File: src/hdl/ckbt_pkg.sv
// ----------------------------------------------------------------------------
// ckbt_pkg
// Shared types, widths and codes of the color key blob tracker.
// ----------------------------------------------------------------------------
package ckbt_pkg;

    // Field widths
    localparam int COLOR_W     = 8;
    localparam int COORD_W     = 10;
    localparam int SECONDS_W   = 32;
    localparam int PERCENT_W   = 9;
    localparam int SUM_W       = 29;
    localparam int COUNT_W     = 20;
    localparam int CFG_INDEX_W = 2;
    localparam int CFG_DATA_W  = 9;

    // Window arithmetic runs two bits above the coordinate width
    localparam int SPAN_W    = 12;
    // Ratio test: 100 * green against percent * color
    localparam int PRODUCT_W = 17;

    // Restoring divider: one quotient bit per step
    localparam int DIV_STEPS = SUM_W;
    localparam int STEP_W    = $clog2(DIV_STEPS);

    // Parameter defaults
    localparam int FRAME_WIDTH_DEF  = 640;
    localparam int FRAME_HEIGHT_DEF = 480;
    localparam int SEARCH_RANGE_DEF = 1000;

    // Constants
    localparam logic [PRODUCT_W-1:0] GREEN_SCALE = PRODUCT_W'(100);
    localparam logic [COUNT_W-1:0]   COUNT_MAX   = '1;
    localparam logic [COLOR_W-1:0]   COLOR_OFF   = 8'h00;
    localparam logic [COLOR_W-1:0]   COLOR_FULL  = 8'hFF;

    // Register reset values
    localparam logic [COLOR_W-1:0]   GREEN_THRESHOLD_RST = 8'd100;
    localparam logic [PERCENT_W-1:0] GREEN_RED_RST       = 9'd200;
    localparam logic [PERCENT_W-1:0] GREEN_BLUE_RST      = 9'd200;
    localparam logic [COLOR_W-1:0]   HOLD_OFF_RST        = 8'd2;

    // Register indexes
    localparam logic [CFG_INDEX_W-1:0] REG_GREEN_THRESHOLD = 2'd0;
    localparam logic [CFG_INDEX_W-1:0] REG_GREEN_RED       = 2'd1;
    localparam logic [CFG_INDEX_W-1:0] REG_GREEN_BLUE      = 2'd2;
    localparam logic [CFG_INDEX_W-1:0] REG_HOLD_OFF        = 2'd3;

    // Result kinds
    localparam logic KIND_PIXEL   = 1'b0;
    localparam logic KIND_SUMMARY = 1'b1;

    typedef struct packed {
        logic [COLOR_W-1:0]   red;
        logic [COLOR_W-1:0]   green;
        logic [COLOR_W-1:0]   blue;
        logic [COORD_W-1:0]   column;
        logic [COORD_W-1:0]   row;
        logic                 frame_end;
        logic [SECONDS_W-1:0] now_seconds;
    } pixel_t;

    typedef struct packed {
        logic                 kind;
        logic [COLOR_W-1:0]   out_red;
        logic [COLOR_W-1:0]   out_green;
        logic [COLOR_W-1:0]   out_blue;
        logic                 found;
        logic [COORD_W-1:0]   centroid_x;
        logic [COORD_W-1:0]   centroid_y;
        logic [COORD_W-1:0]   box_left;
        logic [COORD_W-1:0]   box_top;
        logic [COORD_W-1:0]   box_right;
        logic [COORD_W-1:0]   box_bottom;
        logic                 advance;
    } result_t;

    // Controller to datapath commands
    typedef struct packed {
        logic accept;        // pixel transfer: test, accumulate, load pixel result
        logic div_load;      // load divider operands from the accumulators
        logic div_step;      // one restoring division step
        logic load_summary;  // load summary, update tracking state, clear frame
    } ckbt_cmd_t;

endpackage

File: src/hdl/ckbt_pixel_if.sv
// ----------------------------------------------------------------------------
// ckbt_pixel_if
// Pixel stream channel: valid/ready handshake with pixel payload.
// ----------------------------------------------------------------------------
interface ckbt_pixel_if;
    import ckbt_pkg::*;

    logic                 valid;
    logic                 ready;
    logic [COLOR_W-1:0]   red;
    logic [COLOR_W-1:0]   green;
    logic [COLOR_W-1:0]   blue;
    logic [COORD_W-1:0]   column;
    logic [COORD_W-1:0]   row;
    logic                 frame_end;
    logic [SECONDS_W-1:0] now_seconds;

    modport source (
        output valid, red, green, blue, column, row, frame_end, now_seconds,
        input  ready
    );

    modport sink (
        input  valid, red, green, blue, column, row, frame_end, now_seconds,
        output ready
    );
endinterface

File: src/hdl/ckbt_result_if.sv
// ----------------------------------------------------------------------------
// ckbt_result_if
// Result stream channel: valid/ready handshake with pixel or summary payload.
// ----------------------------------------------------------------------------
interface ckbt_result_if;
    import ckbt_pkg::*;

    logic               valid;
    logic               ready;
    logic               kind;
    logic [COLOR_W-1:0] out_red;
    logic [COLOR_W-1:0] out_green;
    logic [COLOR_W-1:0] out_blue;
    logic               found;
    logic [COORD_W-1:0] centroid_x;
    logic [COORD_W-1:0] centroid_y;
    logic [COORD_W-1:0] box_left;
    logic [COORD_W-1:0] box_top;
    logic [COORD_W-1:0] box_right;
    logic [COORD_W-1:0] box_bottom;
    logic               advance;

    modport source (
        output valid, kind, out_red, out_green, out_blue, found, centroid_x,
               centroid_y, box_left, box_top, box_right, box_bottom, advance,
        input  ready
    );

    modport sink (
        input  valid, kind, out_red, out_green, out_blue, found, centroid_x,
               centroid_y, box_left, box_top, box_right, box_bottom, advance,
        output ready
    );
endinterface

File: src/hdl/ckbt_ctrl.sv
// ----------------------------------------------------------------------------
// ckbt_ctrl
// Controller: pixel handshake, divider sequencing and output register valid.
// ----------------------------------------------------------------------------
module ckbt_ctrl (
    input  logic                 clk,
    input  logic                 rst_n,
    input  logic                 pixel_valid,
    input  logic                 pixel_frame_end,
    output logic                 pixel_ready,
    input  logic                 result_ready,
    output logic                 result_valid,
    output ckbt_pkg::ckbt_cmd_t  cmd
);
    import ckbt_pkg::*;

    typedef enum logic [1:0] {
        ST_PIXEL,
        ST_LOAD,
        ST_DIVIDE,
        ST_SUMMARY
    } state_t;

    state_t              state_reg, state_next;
    logic [STEP_W-1:0]   step_reg, step_next;
    logic                out_valid_reg, out_valid_next;
    logic                out_free;
    logic                accept;

    // Output register can take a new result this cycle
    assign out_free    = !out_valid_reg || result_ready;
    assign pixel_ready = (state_reg == ST_PIXEL) && out_free;
    assign accept      = pixel_valid && pixel_ready;

    // Decode commands
    always_comb
    begin
        cmd.accept       = accept;
        cmd.div_load     = (state_reg == ST_LOAD);
        cmd.div_step     = (state_reg == ST_DIVIDE);
        cmd.load_summary = (state_reg == ST_SUMMARY) && out_free;
    end

    // Next state
    always_comb
    begin
        state_next = state_reg;
        step_next  = step_reg;
        unique case (state_reg)
            ST_PIXEL:
            begin
                if (accept && pixel_frame_end)
                begin
                    state_next = ST_LOAD;
                end
            end
            ST_LOAD:
            begin
                step_next  = '0;
                state_next = ST_DIVIDE;
            end
            ST_DIVIDE:
            begin
                step_next = step_reg + STEP_W'(1);
                if (step_reg == STEP_W'(DIV_STEPS - 1))
                begin
                    state_next = ST_SUMMARY;
                end
            end
            ST_SUMMARY:
            begin
                if (out_free)
                begin
                    state_next = ST_PIXEL;
                end
            end
            default:
            begin
                state_next = ST_PIXEL;
            end
        endcase
    end

    // Hold output valid until the transfer
    always_comb
    begin
        priority if (accept || cmd.load_summary)
        begin
            out_valid_next = 1'b1;
        end
        else if (result_ready)
        begin
            out_valid_next = 1'b0;
        end
        else
        begin
            out_valid_next = out_valid_reg;
        end
    end

    always_ff @(posedge clk or negedge rst_n)
    begin
        if (!rst_n)
        begin
            state_reg     <= ST_PIXEL;
            step_reg      <= '0;
            out_valid_reg <= 1'b0;
        end
        else
        begin
            state_reg     <= state_next;
            step_reg      <= step_next;
            out_valid_reg <= out_valid_next;
        end
    end

    assign result_valid = out_valid_reg;

endmodule

File: src/hdl/ckbt_datapath.sv
// ----------------------------------------------------------------------------
// ckbt_datapath
// Datapath: color key test, frame accumulators, centroid divider,
// tracking state and the output payload register.
// ----------------------------------------------------------------------------
module ckbt_datapath #(
    parameter int FRAME_WIDTH  = ckbt_pkg::FRAME_WIDTH_DEF,
    parameter int FRAME_HEIGHT = ckbt_pkg::FRAME_HEIGHT_DEF,
    parameter int SEARCH_RANGE = ckbt_pkg::SEARCH_RANGE_DEF
) (
    input  logic                              clk,
    input  logic                              rst_n,
    input  ckbt_pkg::ckbt_cmd_t               cmd,
    input  ckbt_pkg::pixel_t                  pixel,
    input  logic                              cfg_we,
    input  logic [ckbt_pkg::CFG_INDEX_W-1:0]  cfg_index,
    input  logic [ckbt_pkg::CFG_DATA_W-1:0]   cfg_data,
    output ckbt_pkg::result_t                 result
);
    import ckbt_pkg::*;

    localparam logic [SPAN_W-1:0] SPAN_WIDTH  = SPAN_W'(FRAME_WIDTH);
    localparam logic [SPAN_W-1:0] SPAN_HEIGHT = SPAN_W'(FRAME_HEIGHT);
    localparam logic [SPAN_W-1:0] SPAN_RANGE  = SPAN_W'(SEARCH_RANGE);

    // Window membership on one axis
    function automatic logic in_span(
        input logic [COORD_W-1:0] pos,
        input logic               centred,
        input logic [COORD_W-1:0] centre,
        input logic [SPAN_W-1:0]  size
    );
        logic [SPAN_W-1:0] lo;
        logic [SPAN_W-1:0] hi;
        logic [SPAN_W-1:0] c;
        logic [SPAN_W-1:0] s;
        logic [SPAN_W-1:0] p;
        c  = SPAN_W'(centre);
        p  = SPAN_W'(pos);
        s  = c + SPAN_RANGE;
        lo = '0;
        hi = size;
        if (centred)
        begin
            lo = (c > SPAN_RANGE) ? (c - SPAN_RANGE) : '0;
            hi = (s < size) ? s : size;
        end
        return (p >= lo) && (p < hi);
    endfunction

    // One restoring division step: {remainder, quotient bit}
    function automatic logic [COUNT_W:0] div_bit(
        input logic [COUNT_W-1:0] rem,
        input logic               next_bit,
        input logic [COUNT_W-1:0] divisor
    );
        logic [COUNT_W:0] shifted;
        logic [COUNT_W:0] diff;
        shifted = {rem, next_bit};
        diff    = shifted - {1'b0, divisor};
        if (shifted >= {1'b0, divisor})
        begin
            return {diff[COUNT_W-1:0], 1'b1};
        end
        return {shifted[COUNT_W-1:0], 1'b0};
    endfunction

    // Configuration registers
    logic [COLOR_W-1:0]   thr_reg;
    logic [PERCENT_W-1:0] red_pct_reg;
    logic [PERCENT_W-1:0] blue_pct_reg;
    logic [COLOR_W-1:0]   hold_reg;

    // Tracking state
    logic                 win_valid_reg;
    logic [COORD_W-1:0]   win_x_reg;
    logic [COORD_W-1:0]   win_y_reg;
    logic                 prev_valid_reg;
    logic [COORD_W-1:0]   prev_left_reg;
    logic [COORD_W-1:0]   prev_top_reg;
    logic                 idle_reg;
    logic [SECONDS_W-1:0] last_adv_reg;

    // Frame accumulators
    logic [SUM_W-1:0]     col_sum_reg;
    logic [SUM_W-1:0]     row_sum_reg;
    logic [COUNT_W-1:0]   count_reg;
    logic                 box_any_reg;
    logic [COORD_W-1:0]   box_l_reg;
    logic [COORD_W-1:0]   box_t_reg;
    logic [COORD_W-1:0]   box_r_reg;
    logic [COORD_W-1:0]   box_b_reg;

    // Divider and frame-end time
    logic [SUM_W-1:0]     quo_x_reg;
    logic [SUM_W-1:0]     quo_y_reg;
    logic [COUNT_W-1:0]   rem_x_reg;
    logic [COUNT_W-1:0]   rem_y_reg;
    logic [SECONDS_W-1:0] now_reg;

    result_t              result_reg;
    result_t              result_next;

    logic                 in_window;
    logic [PRODUCT_W-1:0] green_scaled;
    logic [PRODUCT_W-1:0] red_scaled;
    logic [PRODUCT_W-1:0] blue_scaled;
    logic                 match;
    logic [SUM_W:0]       col_sum_add;
    logic [SUM_W:0]       row_sum_add;
    logic                 fits;
    logic [COUNT_W:0]     step_x;
    logic [COUNT_W:0]     step_y;
    logic                 found;
    logic [SECONDS_W-1:0] elapsed;
    logic                 advance;
    logic [COORD_W-1:0]   cent_x;
    logic [COORD_W-1:0]   cent_y;

    // Color key test
    always_comb
    begin
        in_window = in_span(pixel.column, win_valid_reg, win_x_reg, SPAN_WIDTH) &&
                    in_span(pixel.row, win_valid_reg, win_y_reg, SPAN_HEIGHT);
        green_scaled = PRODUCT_W'(pixel.green) * GREEN_SCALE;
        red_scaled   = PRODUCT_W'(red_pct_reg) * PRODUCT_W'(pixel.red);
        blue_scaled  = PRODUCT_W'(blue_pct_reg) * PRODUCT_W'(pixel.blue);
        match = in_window && (pixel.green > thr_reg) &&
                (green_scaled > red_scaled) && (green_scaled > blue_scaled);
    end

    // Accumulate only while sums and count stay in range
    assign col_sum_add = {1'b0, col_sum_reg} + (SUM_W + 1)'(pixel.column);
    assign row_sum_add = {1'b0, row_sum_reg} + (SUM_W + 1)'(pixel.row);
    assign fits = (count_reg != COUNT_MAX) && !col_sum_add[SUM_W] && !row_sum_add[SUM_W];

    assign step_x = div_bit(rem_x_reg, quo_x_reg[SUM_W-1], count_reg);
    assign step_y = div_bit(rem_y_reg, quo_y_reg[SUM_W-1], count_reg);

    // Frame summary decision
    always_comb
    begin
        found   = (count_reg != '0);
        cent_x  = quo_x_reg[COORD_W-1:0];
        cent_y  = quo_y_reg[COORD_W-1:0];
        elapsed = now_reg - last_adv_reg;
        advance = found && prev_valid_reg && (prev_left_reg != box_l_reg) &&
                  (prev_top_reg != box_t_reg) && !idle_reg &&
                  (elapsed > SECONDS_W'(hold_reg));
    end

    // Configuration writes
    always_ff @(posedge clk or negedge rst_n)
    begin
        if (!rst_n)
        begin
            thr_reg      <= GREEN_THRESHOLD_RST;
            red_pct_reg  <= GREEN_RED_RST;
            blue_pct_reg <= GREEN_BLUE_RST;
            hold_reg     <= HOLD_OFF_RST;
        end
        else if (cfg_we)
        begin
            unique case (cfg_index)
                REG_GREEN_THRESHOLD: thr_reg      <= cfg_data[COLOR_W-1:0];
                REG_GREEN_RED:       red_pct_reg  <= cfg_data[PERCENT_W-1:0];
                REG_GREEN_BLUE:      blue_pct_reg <= cfg_data[PERCENT_W-1:0];
                REG_HOLD_OFF:        hold_reg     <= cfg_data[COLOR_W-1:0];
                default:             thr_reg      <= thr_reg;
            endcase
        end
    end

    // Accumulators, box and tracking state
    always_ff @(posedge clk or negedge rst_n)
    begin
        if (!rst_n)
        begin
            win_valid_reg  <= 1'b0;
            win_x_reg      <= '0;
            win_y_reg      <= '0;
            prev_valid_reg <= 1'b0;
            prev_left_reg  <= '0;
            prev_top_reg   <= '0;
            idle_reg       <= 1'b0;
            last_adv_reg   <= '0;
            col_sum_reg    <= '0;
            row_sum_reg    <= '0;
            count_reg      <= '0;
            box_any_reg    <= 1'b0;
            box_l_reg      <= '0;
            box_t_reg      <= '0;
            box_r_reg      <= '0;
            box_b_reg      <= '0;
        end
        else if (cmd.accept && match)
        begin
            if (fits)
            begin
                col_sum_reg <= col_sum_add[SUM_W-1:0];
                row_sum_reg <= row_sum_add[SUM_W-1:0];
                count_reg   <= count_reg + COUNT_W'(1);
            end
            box_any_reg <= 1'b1;
            if (!box_any_reg || (pixel.column < box_l_reg))
            begin
                box_l_reg <= pixel.column;
            end
            if (!box_any_reg || (pixel.column > box_r_reg))
            begin
                box_r_reg <= pixel.column;
            end
            if (!box_any_reg || (pixel.row < box_t_reg))
            begin
                box_t_reg <= pixel.row;
            end
            if (!box_any_reg || (pixel.row > box_b_reg))
            begin
                box_b_reg <= pixel.row;
            end
        end
        else if (cmd.load_summary)
        begin
            if (found)
            begin
                win_valid_reg  <= 1'b1;
                win_x_reg      <= cent_x;
                win_y_reg      <= cent_y;
                prev_valid_reg <= 1'b1;
                prev_left_reg  <= box_l_reg;
                prev_top_reg   <= box_t_reg;
                if (advance)
                begin
                    idle_reg     <= 1'b1;
                    last_adv_reg <= now_reg;
                end
            end
            else
            begin
                win_valid_reg <= 1'b0;
                win_x_reg     <= '0;
                win_y_reg     <= '0;
                idle_reg      <= 1'b0;
            end
            // drop the finished frame
            col_sum_reg <= '0;
            row_sum_reg <= '0;
            count_reg   <= '0;
            box_any_reg <= 1'b0;
            box_l_reg   <= '0;
            box_t_reg   <= '0;
            box_r_reg   <= '0;
            box_b_reg   <= '0;
        end
    end

    // Centroid divider: quotient shifts in while the dividend shifts out
    always_ff @(posedge clk)
    begin
        if (cmd.accept)
        begin
            now_reg <= pixel.now_seconds;
        end
        if (cmd.div_load)
        begin
            quo_x_reg <= col_sum_reg;
            quo_y_reg <= row_sum_reg;
            rem_x_reg <= '0;
            rem_y_reg <= '0;
        end
        else if (cmd.div_step)
        begin
            rem_x_reg <= step_x[COUNT_W:1];
            rem_y_reg <= step_y[COUNT_W:1];
            quo_x_reg <= {quo_x_reg[SUM_W-2:0], step_x[0]};
            quo_y_reg <= {quo_y_reg[SUM_W-2:0], step_y[0]};
        end
    end

    // Build the next output payload
    always_comb
    begin
        result_next = result_reg;
        if (cmd.accept)
        begin
            result_next           = '0;
            result_next.kind      = KIND_PIXEL;
            result_next.out_red   = match ? COLOR_OFF  : pixel.red;
            result_next.out_green = match ? COLOR_FULL : pixel.green;
            result_next.out_blue  = match ? COLOR_OFF  : pixel.blue;
        end
        else if (cmd.load_summary)
        begin
            result_next         = '0;
            result_next.kind    = KIND_SUMMARY;
            result_next.found   = found;
            result_next.advance = advance;
            if (found)
            begin
                result_next.centroid_x = cent_x;
                result_next.centroid_y = cent_y;
                result_next.box_left   = box_l_reg;
                result_next.box_top    = box_t_reg;
                result_next.box_right  = box_r_reg;
                result_next.box_bottom = box_b_reg;
            end
        end
    end

    // Output payload register
    always_ff @(posedge clk)
    begin
        result_reg <= result_next;
    end

    assign result = result_reg;

endmodule

File: src/hdl/color_key_blob_tracker.sv
// ----------------------------------------------------------------------------
// color_key_blob_tracker
// Green color key with blob centroid, bounding box and advance pulse.
//
//   channel   direction   handshake      payload
//   pixel     in          valid/ready    red green blue column row frame_end
//                                        now_seconds
//   result    out         valid/ready    kind out_red/green/blue found
//                                        centroid_x/y box_* advance
//   cfg       in          cfg_we         cfg_index cfg_data
//
// A new pixel is taken whenever the controller is in its pixel state and the
// output register is free; the pixel result sits in a single output register.
// A frame-end pixel holds off the next pixel through the load state, 29 steps
// of the two restoring dividers (one quotient bit per step for each centroid
// axis), then the summary state. A stalled result stalls the pixel input; reset
// clears all tracking state and loads the register defaults.
// ----------------------------------------------------------------------------
module color_key_blob_tracker #(
    parameter int FRAME_WIDTH  = ckbt_pkg::FRAME_WIDTH_DEF,
    parameter int FRAME_HEIGHT = ckbt_pkg::FRAME_HEIGHT_DEF,
    parameter int SEARCH_RANGE = ckbt_pkg::SEARCH_RANGE_DEF
) (
    input  logic                              clk,
    input  logic                              rst_n,
    ckbt_pixel_if.sink                        pixel,
    ckbt_result_if.source                     result,
    input  logic                              cfg_we,
    input  logic [ckbt_pkg::CFG_INDEX_W-1:0]  cfg_index,
    input  logic [ckbt_pkg::CFG_DATA_W-1:0]   cfg_data
);
    import ckbt_pkg::*;

    ckbt_cmd_t cmd;
    pixel_t    pixel_data;
    result_t   result_data;

    // Pack the pixel payload
    assign pixel_data.red         = pixel.red;
    assign pixel_data.green       = pixel.green;
    assign pixel_data.blue        = pixel.blue;
    assign pixel_data.column      = pixel.column;
    assign pixel_data.row         = pixel.row;
    assign pixel_data.frame_end   = pixel.frame_end;
    assign pixel_data.now_seconds = pixel.now_seconds;

    ckbt_ctrl u_ctrl (
        .clk             (clk),
        .rst_n           (rst_n),
        .pixel_valid     (pixel.valid),
        .pixel_frame_end (pixel.frame_end),
        .pixel_ready     (pixel.ready),
        .result_ready    (result.ready),
        .result_valid    (result.valid),
        .cmd             (cmd)
    );

    ckbt_datapath #(
        .FRAME_WIDTH  (FRAME_WIDTH),
        .FRAME_HEIGHT (FRAME_HEIGHT),
        .SEARCH_RANGE (SEARCH_RANGE)
    ) u_datapath (
        .clk       (clk),
        .rst_n     (rst_n),
        .cmd       (cmd),
        .pixel     (pixel_data),
        .cfg_we    (cfg_we),
        .cfg_index (cfg_index),
        .cfg_data  (cfg_data),
        .result    (result_data)
    );

    // Unpack the result payload
    assign result.kind       = result_data.kind;
    assign result.out_red    = result_data.out_red;
    assign result.out_green  = result_data.out_green;
    assign result.out_blue   = result_data.out_blue;
    assign result.found      = result_data.found;
    assign result.centroid_x = result_data.centroid_x;
    assign result.centroid_y = result_data.centroid_y;
    assign result.box_left   = result_data.box_left;
    assign result.box_top    = result_data.box_top;
    assign result.box_right  = result_data.box_right;
    assign result.box_bottom = result_data.box_bottom;
    assign result.advance    = result_data.advance;

    // A frame-end transfer blocks the next pixel while the summary is built
    assert property (@(posedge clk) disable iff (!rst_n)
        pixel.valid && pixel.ready && pixel.frame_end |=> !pixel.ready)
        else $error("pixel accepted during frame summary");

    // Pixel result and summary never load together
    assert property (@(posedge clk) disable iff (!rst_n)
        !(cmd.accept && cmd.load_summary))
        else $error("pixel and summary loaded in one cycle");

    // An advance needs a blob
    assert property (@(posedge clk) disable iff (!rst_n)
        result.valid && (result.kind == KIND_SUMMARY) && !result.found |-> !result.advance)
        else $error("advance without a blob");

    // Divider only runs while no pixel is taken
    assert property (@(posedge clk) disable iff (!rst_n)
        (cmd.div_load || cmd.div_step) |-> !pixel.ready)
        else $error("pixel ready during centroid division");

endmodule
File: src/flat_wrapper.sv
// flat-port wrapper written by rule: the top's interface ports become plain ports
module color_key_blob_tracker_flat import ckbt_pkg::*;
#(
    parameter int FRAME_WIDTH  = ckbt_pkg::FRAME_WIDTH_DEF,
    parameter int FRAME_HEIGHT = ckbt_pkg::FRAME_HEIGHT_DEF,
    parameter int SEARCH_RANGE = ckbt_pkg::SEARCH_RANGE_DEF
)
  (clk, rst_n, cfg_we, cfg_index, cfg_data, pixel_valid, pixel_red, pixel_green, pixel_blue, pixel_column, pixel_row, pixel_frame_end, pixel_now_seconds, pixel_ready, result_valid, result_kind, result_out_red, result_out_green, result_out_blue, result_found, result_centroid_x, result_centroid_y, result_box_left, result_box_top, result_box_right, result_box_bottom, result_advance, result_ready);
  ckbt_pixel_if pixel_i ();
  ckbt_result_if result_i ();
  input  logic clk;
  input  logic rst_n;
  input  logic cfg_we;
  input  logic [ckbt_pkg::CFG_INDEX_W-1:0] cfg_index;
  input  logic [ckbt_pkg::CFG_DATA_W-1:0] cfg_data;
  input wire logic [$bits(pixel_i.valid)-1:0] pixel_valid;
  input wire logic [$bits(pixel_i.red)-1:0] pixel_red;
  input wire logic [$bits(pixel_i.green)-1:0] pixel_green;
  input wire logic [$bits(pixel_i.blue)-1:0] pixel_blue;
  input wire logic [$bits(pixel_i.column)-1:0] pixel_column;
  input wire logic [$bits(pixel_i.row)-1:0] pixel_row;
  input wire logic [$bits(pixel_i.frame_end)-1:0] pixel_frame_end;
  input wire logic [$bits(pixel_i.now_seconds)-1:0] pixel_now_seconds;
  output wire logic [$bits(pixel_i.ready)-1:0] pixel_ready;
  output wire logic [$bits(result_i.valid)-1:0] result_valid;
  output wire logic [$bits(result_i.kind)-1:0] result_kind;
  output wire logic [$bits(result_i.out_red)-1:0] result_out_red;
  output wire logic [$bits(result_i.out_green)-1:0] result_out_green;
  output wire logic [$bits(result_i.out_blue)-1:0] result_out_blue;
  output wire logic [$bits(result_i.found)-1:0] result_found;
  output wire logic [$bits(result_i.centroid_x)-1:0] result_centroid_x;
  output wire logic [$bits(result_i.centroid_y)-1:0] result_centroid_y;
  output wire logic [$bits(result_i.box_left)-1:0] result_box_left;
  output wire logic [$bits(result_i.box_top)-1:0] result_box_top;
  output wire logic [$bits(result_i.box_right)-1:0] result_box_right;
  output wire logic [$bits(result_i.box_bottom)-1:0] result_box_bottom;
  output wire logic [$bits(result_i.advance)-1:0] result_advance;
  input wire logic [$bits(result_i.ready)-1:0] result_ready;
  assign pixel_i.valid = pixel_valid;
  assign pixel_i.red = pixel_red;
  assign pixel_i.green = pixel_green;
  assign pixel_i.blue = pixel_blue;
  assign pixel_i.column = pixel_column;
  assign pixel_i.row = pixel_row;
  assign pixel_i.frame_end = pixel_frame_end;
  assign pixel_i.now_seconds = pixel_now_seconds;
  assign pixel_ready = pixel_i.ready;
  assign result_valid = result_i.valid;
  assign result_kind = result_i.kind;
  assign result_out_red = result_i.out_red;
  assign result_out_green = result_i.out_green;
  assign result_out_blue = result_i.out_blue;
  assign result_found = result_i.found;
  assign result_centroid_x = result_i.centroid_x;
  assign result_centroid_y = result_i.centroid_y;
  assign result_box_left = result_i.box_left;
  assign result_box_top = result_i.box_top;
  assign result_box_right = result_i.box_right;
  assign result_box_bottom = result_i.box_bottom;
  assign result_advance = result_i.advance;
  assign result_i.ready = result_ready;
  color_key_blob_tracker #(.FRAME_WIDTH(FRAME_WIDTH), .FRAME_HEIGHT(FRAME_HEIGHT), .SEARCH_RANGE(SEARCH_RANGE)) u_core (.clk(clk), .rst_n(rst_n), .pixel(pixel_i), .result(result_i), .cfg_we(cfg_we), .cfg_index(cfg_index), .cfg_data(cfg_data));
endmodule
File: config.mk
export PLATFORM = sky130hd
export DESIGN_NAME = color_key_blob_tracker_flat
export DESIGN_NICKNAME = d
export VERILOG_FILES = /design/src/hdl/ckbt_pkg.sv /design/src/hdl/ckbt_pixel_if.sv /design/src/hdl/ckbt_result_if.sv /design/src/hdl/ckbt_ctrl.sv /design/src/hdl/ckbt_datapath.sv /design/src/hdl/color_key_blob_tracker.sv /design/src/flat_wrapper.sv
export SDC_FILE = /design/constraint.sdc
export NUM_CORES = 1
export LEC_CHECK = 0
export BUFFER_PORTS_ARGS = -buffer_cell sky130_fd_sc_hd__buf_4
export CORE_MARGIN = 3
export CORE_UTILIZATION = 35
export CTS_CLUSTER_SIZE = 30
export DETAILED_ROUTE_END_ITERATION = 12
export PLACE_DENSITY = 0.64
export RECOVER_POWER = 25
export REMOVE_ABC_BUFFERS = 1
export SLEW_MARGIN = 15
export SYNTH_ARGS = -nofsm -noshare
export SYNTH_HDL_FRONTEND = slang
export SYNTH_SLANG_ARGS = --single-unit
export TNS_END_PERCENT = 1
File: constraint.sdc
create_clock -name clk -period 6.8 [get_ports clk]
set_clock_uncertainty 0.2 [all_clocks]
set_input_delay 1.36 -clock clk [delete_from_list [all_inputs] [get_ports clk]]
set_output_delay 1.36 -clock clk [all_outputs]
set_load 0.02 [all_outputs]
# After elaboration in Yosys (flattened, before gate mapping)
# Index checks and enable logic that the tools add are counted.
[op_classes]
muxes = 55
n_shift = 0
n_bitwise = 1
n_mul = 3
magnitude_cmp = 18
n_div = 0
add_sub_neg = 11
n_eq_ne = 19
n_reduce_logical = 50
[op_table]
columns = ["operator", "count"]
rows = [
  ["two-way mux 29 bit", 9],
  ["two-way mux 86 bit", 2],
  ["two-way mux 10 bit", 11],
  ["two-way mux 21 bit", 4],
  ["two-way mux 12 bit", 6],
  ["adder 29 x 10 -> 30 bit", 2],
  ["two-way mux 20 bit", 3],
  ["two-way mux 60 bit", 1],
  ["greater-or-equal comparator 21 x 20 -> 1 bit", 2],
  ["subtractor 20 bit", 2],
  ["> comparator 15 x 17 -> 1 bit", 2],
  ["multiplier 9 x 8 -> 17 bit", 2],
  ["> comparator 32 x 8 -> 1 bit", 1],
  ["subtractor 32 bit", 1],
  ["greater-or-equal comparator 10 x 12 -> 1 bit", 2],
  ["less-than comparator 10 x 12 -> 1 bit", 2],
  ["two-way mux 8 bit", 3],
  ["adder 10 x 10 -> 11 bit (second input constant)", 2],
  ["two-way mux 11 bit", 2],
  ["subtractor 10 x 10 -> 11 bit (second input constant)", 2],
  ["adder 20 x 1 -> 20 bit (second input constant)", 1],
  ["> comparator 10 bit", 2],
  ["> comparator 10 bit (second input constant)", 2],
  ["less-than comparator 10 bit", 2],
  ["other kinds (26)", 89],
]
[totals]
ff_bits = 453
memories = 0
output_inout_bits = 89
input_bits = 93
ram_bits = 0
mem_bits_ro = 0
latchBits = 0

# Depth between registers and ports, before layout
# Gate-level depths: netlist (run 1).
[depth]
depth_word = 13
mapped_depth = 33
depth_no_buf = 29

# Cells and area by module
# Synthesis (run 1) repeated with hierarchy kept, for this count alone.
[hier_totals]
hier_cells = 3189
area_unflattened_um2 = 31392.6
[modules_own_cells]
columns = ["mod", "seq_area_each_um2", "n_inst", "cells_each", "area_per_inst_um2"]
rows = [
  ["ckbt_datapath", 11203.2, 1, 3133, 30864.6],
  ["ckbt_ctrl", 200.2, 1, 56, 528.0],
]

# Least setup slack after synthesis (run 1)
# No wires, ideal clock.
[synth_timing]
path_type = "in2reg"
start = "input port pixel_blue[7]"
end = "register u_core.u_datapath.row_sum_reg[14]"
stages = 31
arrival_ps = 7791
t_required_ps = 6460
slack_ps = -1331
setup_ps = 140
cell_sequence = "clkbuf_1 nand2_1 fa_1 fa_1 inv_1 fa_1 inv_1 fa_1 inv_1 ha_1 nand2_1 o21ai_0 o311a_1 nor2_1 o21ba_2 o21bai_1 a21oi_1 xor2_1 ha_1 nand4_1 nor2_1 a2bb2oi_1 nand3_1 nor4_1 nand4b_1 nor4_1 buf_2 nand4_1 clkbuf_1 o311ai_0 o41ai_1"
[synth_between]
elab_chain_len = 6
[synth_lines]
columns = ["element", "line_no", "text"]
rows = [
  ["start, declared", "flat_wrapper.sv:19", "input wire logic [$bits(pixel_i.blue)-1:0] pixel_blue;"],
  ["multiplier 9 x 8 -> 17 bit *", "ckbt_datapath.sv:127", "blue_scaled = PRODUCT_W'(blue_pct_reg) * PRODUCT_W'(pixel.blue);"],
  ["> comparator 15 x 17 -> 1 bit *", "ckbt_datapath.sv:129", "(green_scaled > red_scaled) && (green_scaled > blue_scaled);"],
  ["logical AND 1 bit *", "ckbt_datapath.sv:129", ""],
  ["logical AND 1 bit *", "ckbt_datapath.sv:196", "else if (cmd.accept && match)"],
  ["inequality test 2 bit (no source line) / nonzero test 2 bit (equally long branches)", "--", ""],
  ["AND reduction 2 bit (no source line)", "--", ""],
  ["end signal, assigned", "ckbt_datapath.sv:201", "row_sum_reg <= row_sum_add[SUM_W-1:0];"],
  ["end, declared", "ckbt_datapath.sv:86", "logic [SUM_W-1:0] row_sum_reg;"],
]
# Mark *: on every way between the ends. The rest lies on a longest branch, timed or not.
# A chain may end at the register's enable or synchronous reset.

# Worst setup path in the final report (run 1)
[layout_timing]
start = "input port pixel_blue[5]"
end = "register u_core.u_datapath.last_adv_reg[5]"
[layout_between]
elab_chain_len = 6
[layout_lines]
columns = ["element", "line_no", "text"]
rows = [
  ["multiplier 9 x 8 -> 17 bit", "ckbt_datapath.sv:127", ""],
  ["> comparator 15 x 17 -> 1 bit", "ckbt_datapath.sv:129", ""],
  ["logical AND 1 bit", "ckbt_datapath.sv:129", ""],
  ["logical AND 1 bit", "ckbt_datapath.sv:196", ""],
  ["inverter 1 bit (no source line)", "--", ""],
  ["AND reduction 4 bit (no source line)", "--", ""],
  ["end signal, assigned", "ckbt_datapath.sv:235", "last_adv_reg <= now_reg;"],
  ["end, declared", "ckbt_datapath.sv:82", "logic [SECONDS_W-1:0] last_adv_reg;"],
]
# No other way between the ends.

==> impl_metrics.ini, run 1 <==
[status]
status = complete, but fails checks
violations = max-capacitance violations, max-slew violations, negative setup slack

[detailed_routing]
antenna_left = 0
post-route-drc-count = 0
wl_um = 85400
firstDrtPassIters = 7
drt-initial-drc-count = 1457
wire_per_inst_um = 18.0
via_per_inst = 5.28
dr_total_vias = 25100

[clock_network]
cts.path.max_buffers = 3
cts_made_buffers = 53
htreeDepth = 2
cts_tree = done
cts.clk_slew.worst_paths_ns = 0.06
ctsHoldBuffers = 0
clkLatencyLatePin_ns = 0.62
cts-root-buf = clkbuf_16
cts.sinks = 453

[logic_synthesis]
synth_top_area_share = 0.178
synth_largest_area_cell = dfrtp_1
synth_cell_type_count = 93
syn_area_per_cell_um2 = 9.90
synthTopCellsByCount = ha_1, inv_1, nand2_1
synth_seq_area_share = 0.359
ys_seq_elements = 453
netlist_area_mm2 = 0.0318
synth_area_leaders = dfrtp_1, ha_1, edfxtp_1
synth-edff-count = 114
yosys_warnings = 0
synthCells = 3212
synth_most_common_cell = ha_1
synthArstFlopShare = 0.521
ys.flop_type = dfrtp_1

[worst_setup_path]
r2r_cells = 30
cp_num_buf_inv = 8
startpoint = pixel_blue[5]
path_common_cell = fa_1
critPathMaxStageDelay_ns = 0.54
worstPathMaxFanout = 10
worst-r2r-setup-slack_ns = -0.18
cp.required_ns = 7.10
cp-end-kind = register
cp.depth = 31
crit_type = primary input to register
r2r-start = u_core.u_datapath.blue_pct_reg[3]
endpoint = u_core.u_datapath.last_adv_reg[5]
crit_family = adder cells
crit_path_start_kind = primary input
crit_path_top_delay_cell = fa_1
critPathArrivalTime_ns = 7.58
r2r_end = u_core.u_datapath.last_adv_reg[5]

[place]
post-dp-hpwl_um = 63100
dpl_cell_area_mm2 = 0.0356
place_congestion = 0.870
portBuffers = 181

[grt]
gr-usage-all-layers = 0.179
overflow = 0
antenna_found_initial = 2
grt_pass1_vias = 25200
grt_first_pass_wirelength_um = 137000
busiest_layer = met2
grt_max_degree = 134
met1_usage = 0.245
use_met2 = 0.299
use_met3 = 0.0268

[floorplanning]
start_util = 0.356
die_h_um = 307
num_rows = 109
io_pins = 182
core_mm2 = 0.0892
die_w_um = 307
die_area_mm2 = 0.0945

[sta]
min_period_ns = 7.28
finalWorstSetupSlack_ns = -0.482
final_max_slew_viol_count = 176
setup_violations = 209
final-hold-violation-count = 0
fin_crit_sh = 1.07
slew_headroom = -1.07
fmax_mhz = 137
grt_setup_unrepaired = yes
worst_pin_slew_ns = 3.10

[pwr]
p_leak_nw = 17.1
p_seq_frac = 0.232
finalPower_mw = 17.0
intPower_mw = 10.1
p_sw_mw = 6.95
power_frac_clock = 0.177
p_sw_frac = 0.409
powerDensity_mw_per_mm2 = 446
p_comb_frac = 0.591
vdd_drop_max_uv = 860

[final_layout]
syn2layout_area_growth_pct = 20.1
nNetsFinal = 4049
drive_gt1_frac = 0.206
largest_reg_flops = 87
postLayoutCellArea_mm2 = 0.0382
diodes = 0

[worst_hold_path]
hp-class = register to register

[job]
cap_viol_max_count = 2
==> kinds of logic after synthesis <==
| logic type | count (synthesis) | share of synthesized area |
|---|---|---|
| DFF | 453 | 0.359 |
| buffers and inverters | 432 | 0.0544 |
| xor gates and xnor gates | 111 | 0.0306 |
| other | 2 | 0.000236 |
| AOI/OAI and AO/OA | 663 | 0.147 |
| adders and majority gates | 419 | 0.187 |
| muxes | 206 | 0.0738 |
| and+or+nand+nor | 926 | 0.149 |
==> worst register-to-register path, delay by kind of cell (launching register included) <==
family / cells / cell delay (ns)
adders and majority gates: 6 / 2.31
DFF: 1 / 0.54
and+or+nand+nor: 4 / 0.47
AOI/OAI and AO/OA: 11 / 2.04
xor gates and xnor gates: 1 / 0.17
buffers and inverters: 7 / 0.87
muxes: 1 / 0.30
==> layout by cell type (no fill, tap or decap), types with 73 or more instances in the layout <==
cell | synthesis | final
and2_1 | 134 | 119
dfxtp_1 | 103 | 103
buf_4 | 2 | 299
fa_1 | 92 | 86
inv_1 | 322 | 306
o21ai_0 | 89 | 83
ha_1 | 327 | 311
dfrtp_1 | 226 | 226
nand2_1 | 240 | 231
a22o_1 | 101 | 101
edfxtp_1 | 114 | 114
nor2_1 | 151 | 134
a21oi_1 | 139 | 135
mux2_2 | 112 | 112
a21o_1 | 73 | 73
nand3_1 | 98 | 97
==> per-stage QoR <==
step / instances / util / hold slack (ns) / setup TNS (ns) / setup slack [ns]
final: 4747 / 0.428 / 0.257 / -59.00 / -0.482
after global placement: 4632 / 0.399 / 0.236 / -275.41 / -1.47
after global routing: 4747 / 0.428 / 0.271 / -123.11 / -0.749
after CTS: 4744 / 0.427 / 0.259 / -44.81 / -0.430
after floorplan: 3112 / - / 0.240 / -436.35 / -3.17
after detailed placement: 4632 / 0.399 / 0.245 / -280.85 / -1.49
==> per-layer routing <==
layer  routed length, um  up-vias
met5                   0        -
met4                1710        0
met1               39600    12300
met2               39700      518
li1                    -    12100
met3                4380      112
==> final cells by class <==
class	instances	area (um2)
multi-input combinational	2335	19300
fill	8552	51000
inverter	324	1220
clock buffer	80	1580
tap	1165	1460
timing repair buffer	370	2970
clock inverter	20	269
sequential	453	11400
==> power groups by stage <==
stage / Sequential (mW) / Clock, mW / Combinational, mW
final: 3.95 / 3.02 / 10.0
after global routing: 4.02 / 3.20 / 11.3
after CTS: 3.95 / 3.09 / 9.96
after detailed placement: 3.99 / 0 / 9.19
after global placement: 3.98 / 0 / 9.06
after floorplan: 3.96 / 0 / 6.29
==> how the worst min path moves through the flow <==
stage | start | to | slack, ns | depth (start not counted)
after floorplan | u_core.u_datapath.prev_valid_reg | u_core.u_datapath.prev_valid_reg | 0.24 | 1
after global placement | u_core.u_datapath.result[61] | u_core.u_datapath.result[61] | 0.24 | 1
after detailed placement | u_core.u_datapath.result[61] | u_core.u_datapath.result[61] | 0.24 | 1
after CTS | u_core.u_datapath.result[61] | u_core.u_datapath.result[61] | 0.26 | 1
after global routing | u_core.u_datapath.result[61] | u_core.u_datapath.result[61] | 0.27 | 1
final | u_core.u_datapath.result[61] | u_core.u_datapath.result[61] | 0.26 | 1
==> timing repair <==
| item | 4_1_cts | 5_1_grt |
|---|---|---|
| endpoints found under the setup margin | 218 | 218 |
| pin swaps | 95 | 16 |
| resized for setup | 127 | 46 |
| setup buffers | 11 | 3 |
| gates cloned | 1 | 0 |
| hold endpoints to repair | 0 | 0 |
Power figures use the tool's default switching activity.
==> run 2: changes to the inputs <==
--- a/config.mk
+++ b/config.mk
@@ -5,6 +5,7 @@
 export SDC_FILE = /design/constraint.sdc
 export NUM_CORES = 1
 export LEC_CHECK = 0
+export ABC_AREA = 1
 export BUFFER_PORTS_ARGS = -buffer_cell sky130_fd_sc_hd__buf_4
 export CORE_MARGIN = 3
 export CORE_UTILIZATION = 35
==> run 2 against run 1 <==
Net effect:
- critical endpoint is now u_core.u_datapath.win_y_reg[6]
- fmax is 7.8% higher
- cell area is 9.3% higher
- flip-flop and latch count unchanged
- sequential power is 8.6% lower
- the run ends with max-capacitance violations, max-slew violations left
- sequential share of layout area shrank 2.5 points
- utilization hardly changed
- global-route usage rose by 2.2 points
- first-iteration DRC count grew 54%
==> impl_metrics.ini, run 2 <==
[worst_hold_path]
hp-class = register to register
hp-start = u_core.u_datapath.result[29]
hold_depth = 2

[final_layout]
syn2layout_area_growth_pct = 20.3
final_cell_mix = nand2_1, inv_1, ha_1
largest_reg_flops = 87
final_core_util = 0.428
mostFrequentLayoutCell = nand2_1
postLayoutCellArea_mm2 = 0.0417
drive_gt1_frac = 0.132
fill_cells = 9829
nNetsFinal = 5539

[logic_synthesis]
synth_seq_area_share = 0.329
synth_cell_type_count = 64
synthTopCellsByCount = nand2_1, inv_1, ha_1
synth_largest_area_cell = dfrtp_1
yosys_warnings = 0
syn_area_per_cell_um2 = 7.36
synth-edff-count = 114
synthArstFlopShare = 0.521
synthCells = 4713
synth_area_leaders = dfrtp_1, nand2_1, ha_1
ys_seq_elements = 453
ys.flop_type = dfrtp_1
synth_most_common_cell = nand2_1
synth_top_area_share = 0.163
netlist_area_mm2 = 0.0347

[worst_setup_path]
worst-r2r-setup-slack_ns = 0.24
r2r_cells = 35
startpoint = pixel_blue[5]
critPathMaxStageDelay_ns = 0.55
cp-end-kind = register
critPathArrivalTime_ns = 7.11
worstPathMaxFanout = 14
endpoint = u_core.u_datapath.win_y_reg[6]
crit_path_top_delay_cell = fa_1
r2r_end = u_core.u_datapath.win_y_reg[6]
crit_path_start_kind = primary input
cp.required_ns = 7.15
r2r-start = u_core.u_datapath.red_pct_reg[2]
crit_type = primary input to register

[grt]
antenna_found_initial = 4
gr-usage-all-layers = 0.201
grt_max_degree = 100
overflow = 0
grt_pass1_vias = 30400
grt_first_pass_wirelength_um = 166000

[floorplanning]
die_area_mm2 = 0.103
die_w_um = 321
die_h_um = 321
io_pins = 182
num_rows = 114
core_mm2 = 0.0974
start_util = 0.356

[clock_network]
ctsHoldBuffers = 0
cts.path.max_buffers = 3
cts_made_buffers = 55
cts_tree = done
cts.clk_slew.worst_paths_ns = 0.06
cts-root-buf = clkbuf_16
htreeDepth = 2
cts.sinks = 453
clkLatencyLatePin_ns = 0.63

[place]
dpl_cell_area_mm2 = 0.0387
place_congestion = 0.935
portBuffers = 181
post-dp-hpwl_um = 79300

[detailed_routing]
wl_um = 107000
wire_per_inst_um = 16.8
via_per_inst = 5.02
drt-initial-drc-count = 2247
firstDrtPassIters = 6
post-route-drc-count = 0
antenna_left = 0
dr_total_vias = 31900

[sta]
fin_crit_sh = 0.994
worst_pin_slew_ns = 4.82
setup_violations = 0
fmax_mhz = 148
grt_setup_unrepaired = yes
final-hold-violation-count = 0
final_max_slew_viol_count = 128
slew_headroom = -2.21
min_period_ns = 6.76

[status]
violations = max-capacitance violations, max-slew violations
status = complete, but fails checks

[pwr]
p_leak_nw = 20.8
powerDensity_mw_per_mm2 = 359
vdd_drop_max_uv = 277

[job]
cap_viol_max_count = 2
run 2: cell count changes after synthesis, moves of 60 or more:
cell | before | now
nand2_1 | 240 | 1352
inv_1 | 322 | 735
nand3_1 | 98 | 274
nor2_1 | 151 | 323
o21ai_0 | 89 | 234
and2_1 | 134 | 4
mux2_2 | 112 | 0
a22o_1 | 101 | 0
a21oi_1 | 139 | 220
mux2i_1 | 65 | 0
xor2_1 | 43 | 103
run 2: stage by stage:
stage	setup WS (ns)	hold slack (ns)	power, mW	std cells	TNS [ns]
after floorplan	-1.99	0.235	8.21	4568	-289.27
after global placement	-0.772	0.247	10.8	6217	-156.43
after detailed placement	-0.825	0.250	10.9	6217	-164.36
after CTS	0.00485	0.266	14.4	6325	0
after global routing	-0.220	0.283	16.2	6350	-31.87
final	0.0433	0.262	15.0	6351	0
run 2: what timing repair did:
item	CTS	global route
pin swaps	19	117
endpoints found under the setup margin	217	218
resized for setup	29	187
cloned	1	11
buffers inserted	3	16
run 2: cells by family after synthesis:
group,after synthesis,share of synthesized area
and+or+nand+nor,2161,0.260
buffers and inverters,898,0.101
AOI/OAI and AO/OA,629,0.101
DFF,453,0.329
adders and majority gates,419,0.171
xor gates and xnor gates,151,0.0381
other,2,0.000216
run 2: worst min path at each step:
stage,endpoint,slack [ns]
finish,u_core.u_datapath.result[29],0.26
global route,u_core.u_datapath.prev_valid_reg,0.28
CTS,u_core.u_datapath.result[13],0.27
detailed placement,u_core.u_datapath.result[42],0.25
global placement,u_core.u_datapath.result[55],0.25
floorplan,u_core.u_datapath.prev_valid_reg,0.24
run 2: layout make-up:
class	instances	area, um2	area share
Inverter	745	2800	0.0670
Clock inverter	37	437	0.0105
Timing Repair Buffer	401	3540	0.0848
Multi-Input combinational cell	3371	20500	0.490
Tap cell	1276	1600	0.0383
Sequential cell	453	11400	0.273
Clock buffer	67	1500	0.0358
Antenna cell	1	2.50	0.0000600
run 2: critical path: cells and delay by family:
family                     cells  cell delay, ns
xor gates and xnor gates       1            0.16
buffers and inverters         11            1.26
adders and majority gates      6            2.63
AOI/OAI and AO/OA              2            0.17
and+or+nand+nor               15            1.51
run 2: per-layer routing:
| metal | GRT usage | wire length [um] | up-vias |
|---|---|---|---|
| met3 | 0.0370 | 7290 | 172 |
| met4 | 0.0596 | 3200 | 4 |
| met1 | 0.278 | 48900 | 15000 |
| met2 | 0.321 | 47100 | 894 |
| met5 | 0 | 27 | - |
| li1 | - | - | 15800 |
run 2: where the power goes:
group | switching [mW] | internal [mW] | total [mW] | leakage, nW
Combinational | 4.90 | 3.30 | 8.20 | 14.8
Sequential | 0.219 | 3.39 | 3.61 | 5.16
Clock | 1.30 | 1.88 | 3.18 | 0.918
Total | 6.42 | 8.57 | 15.0 | 20.8
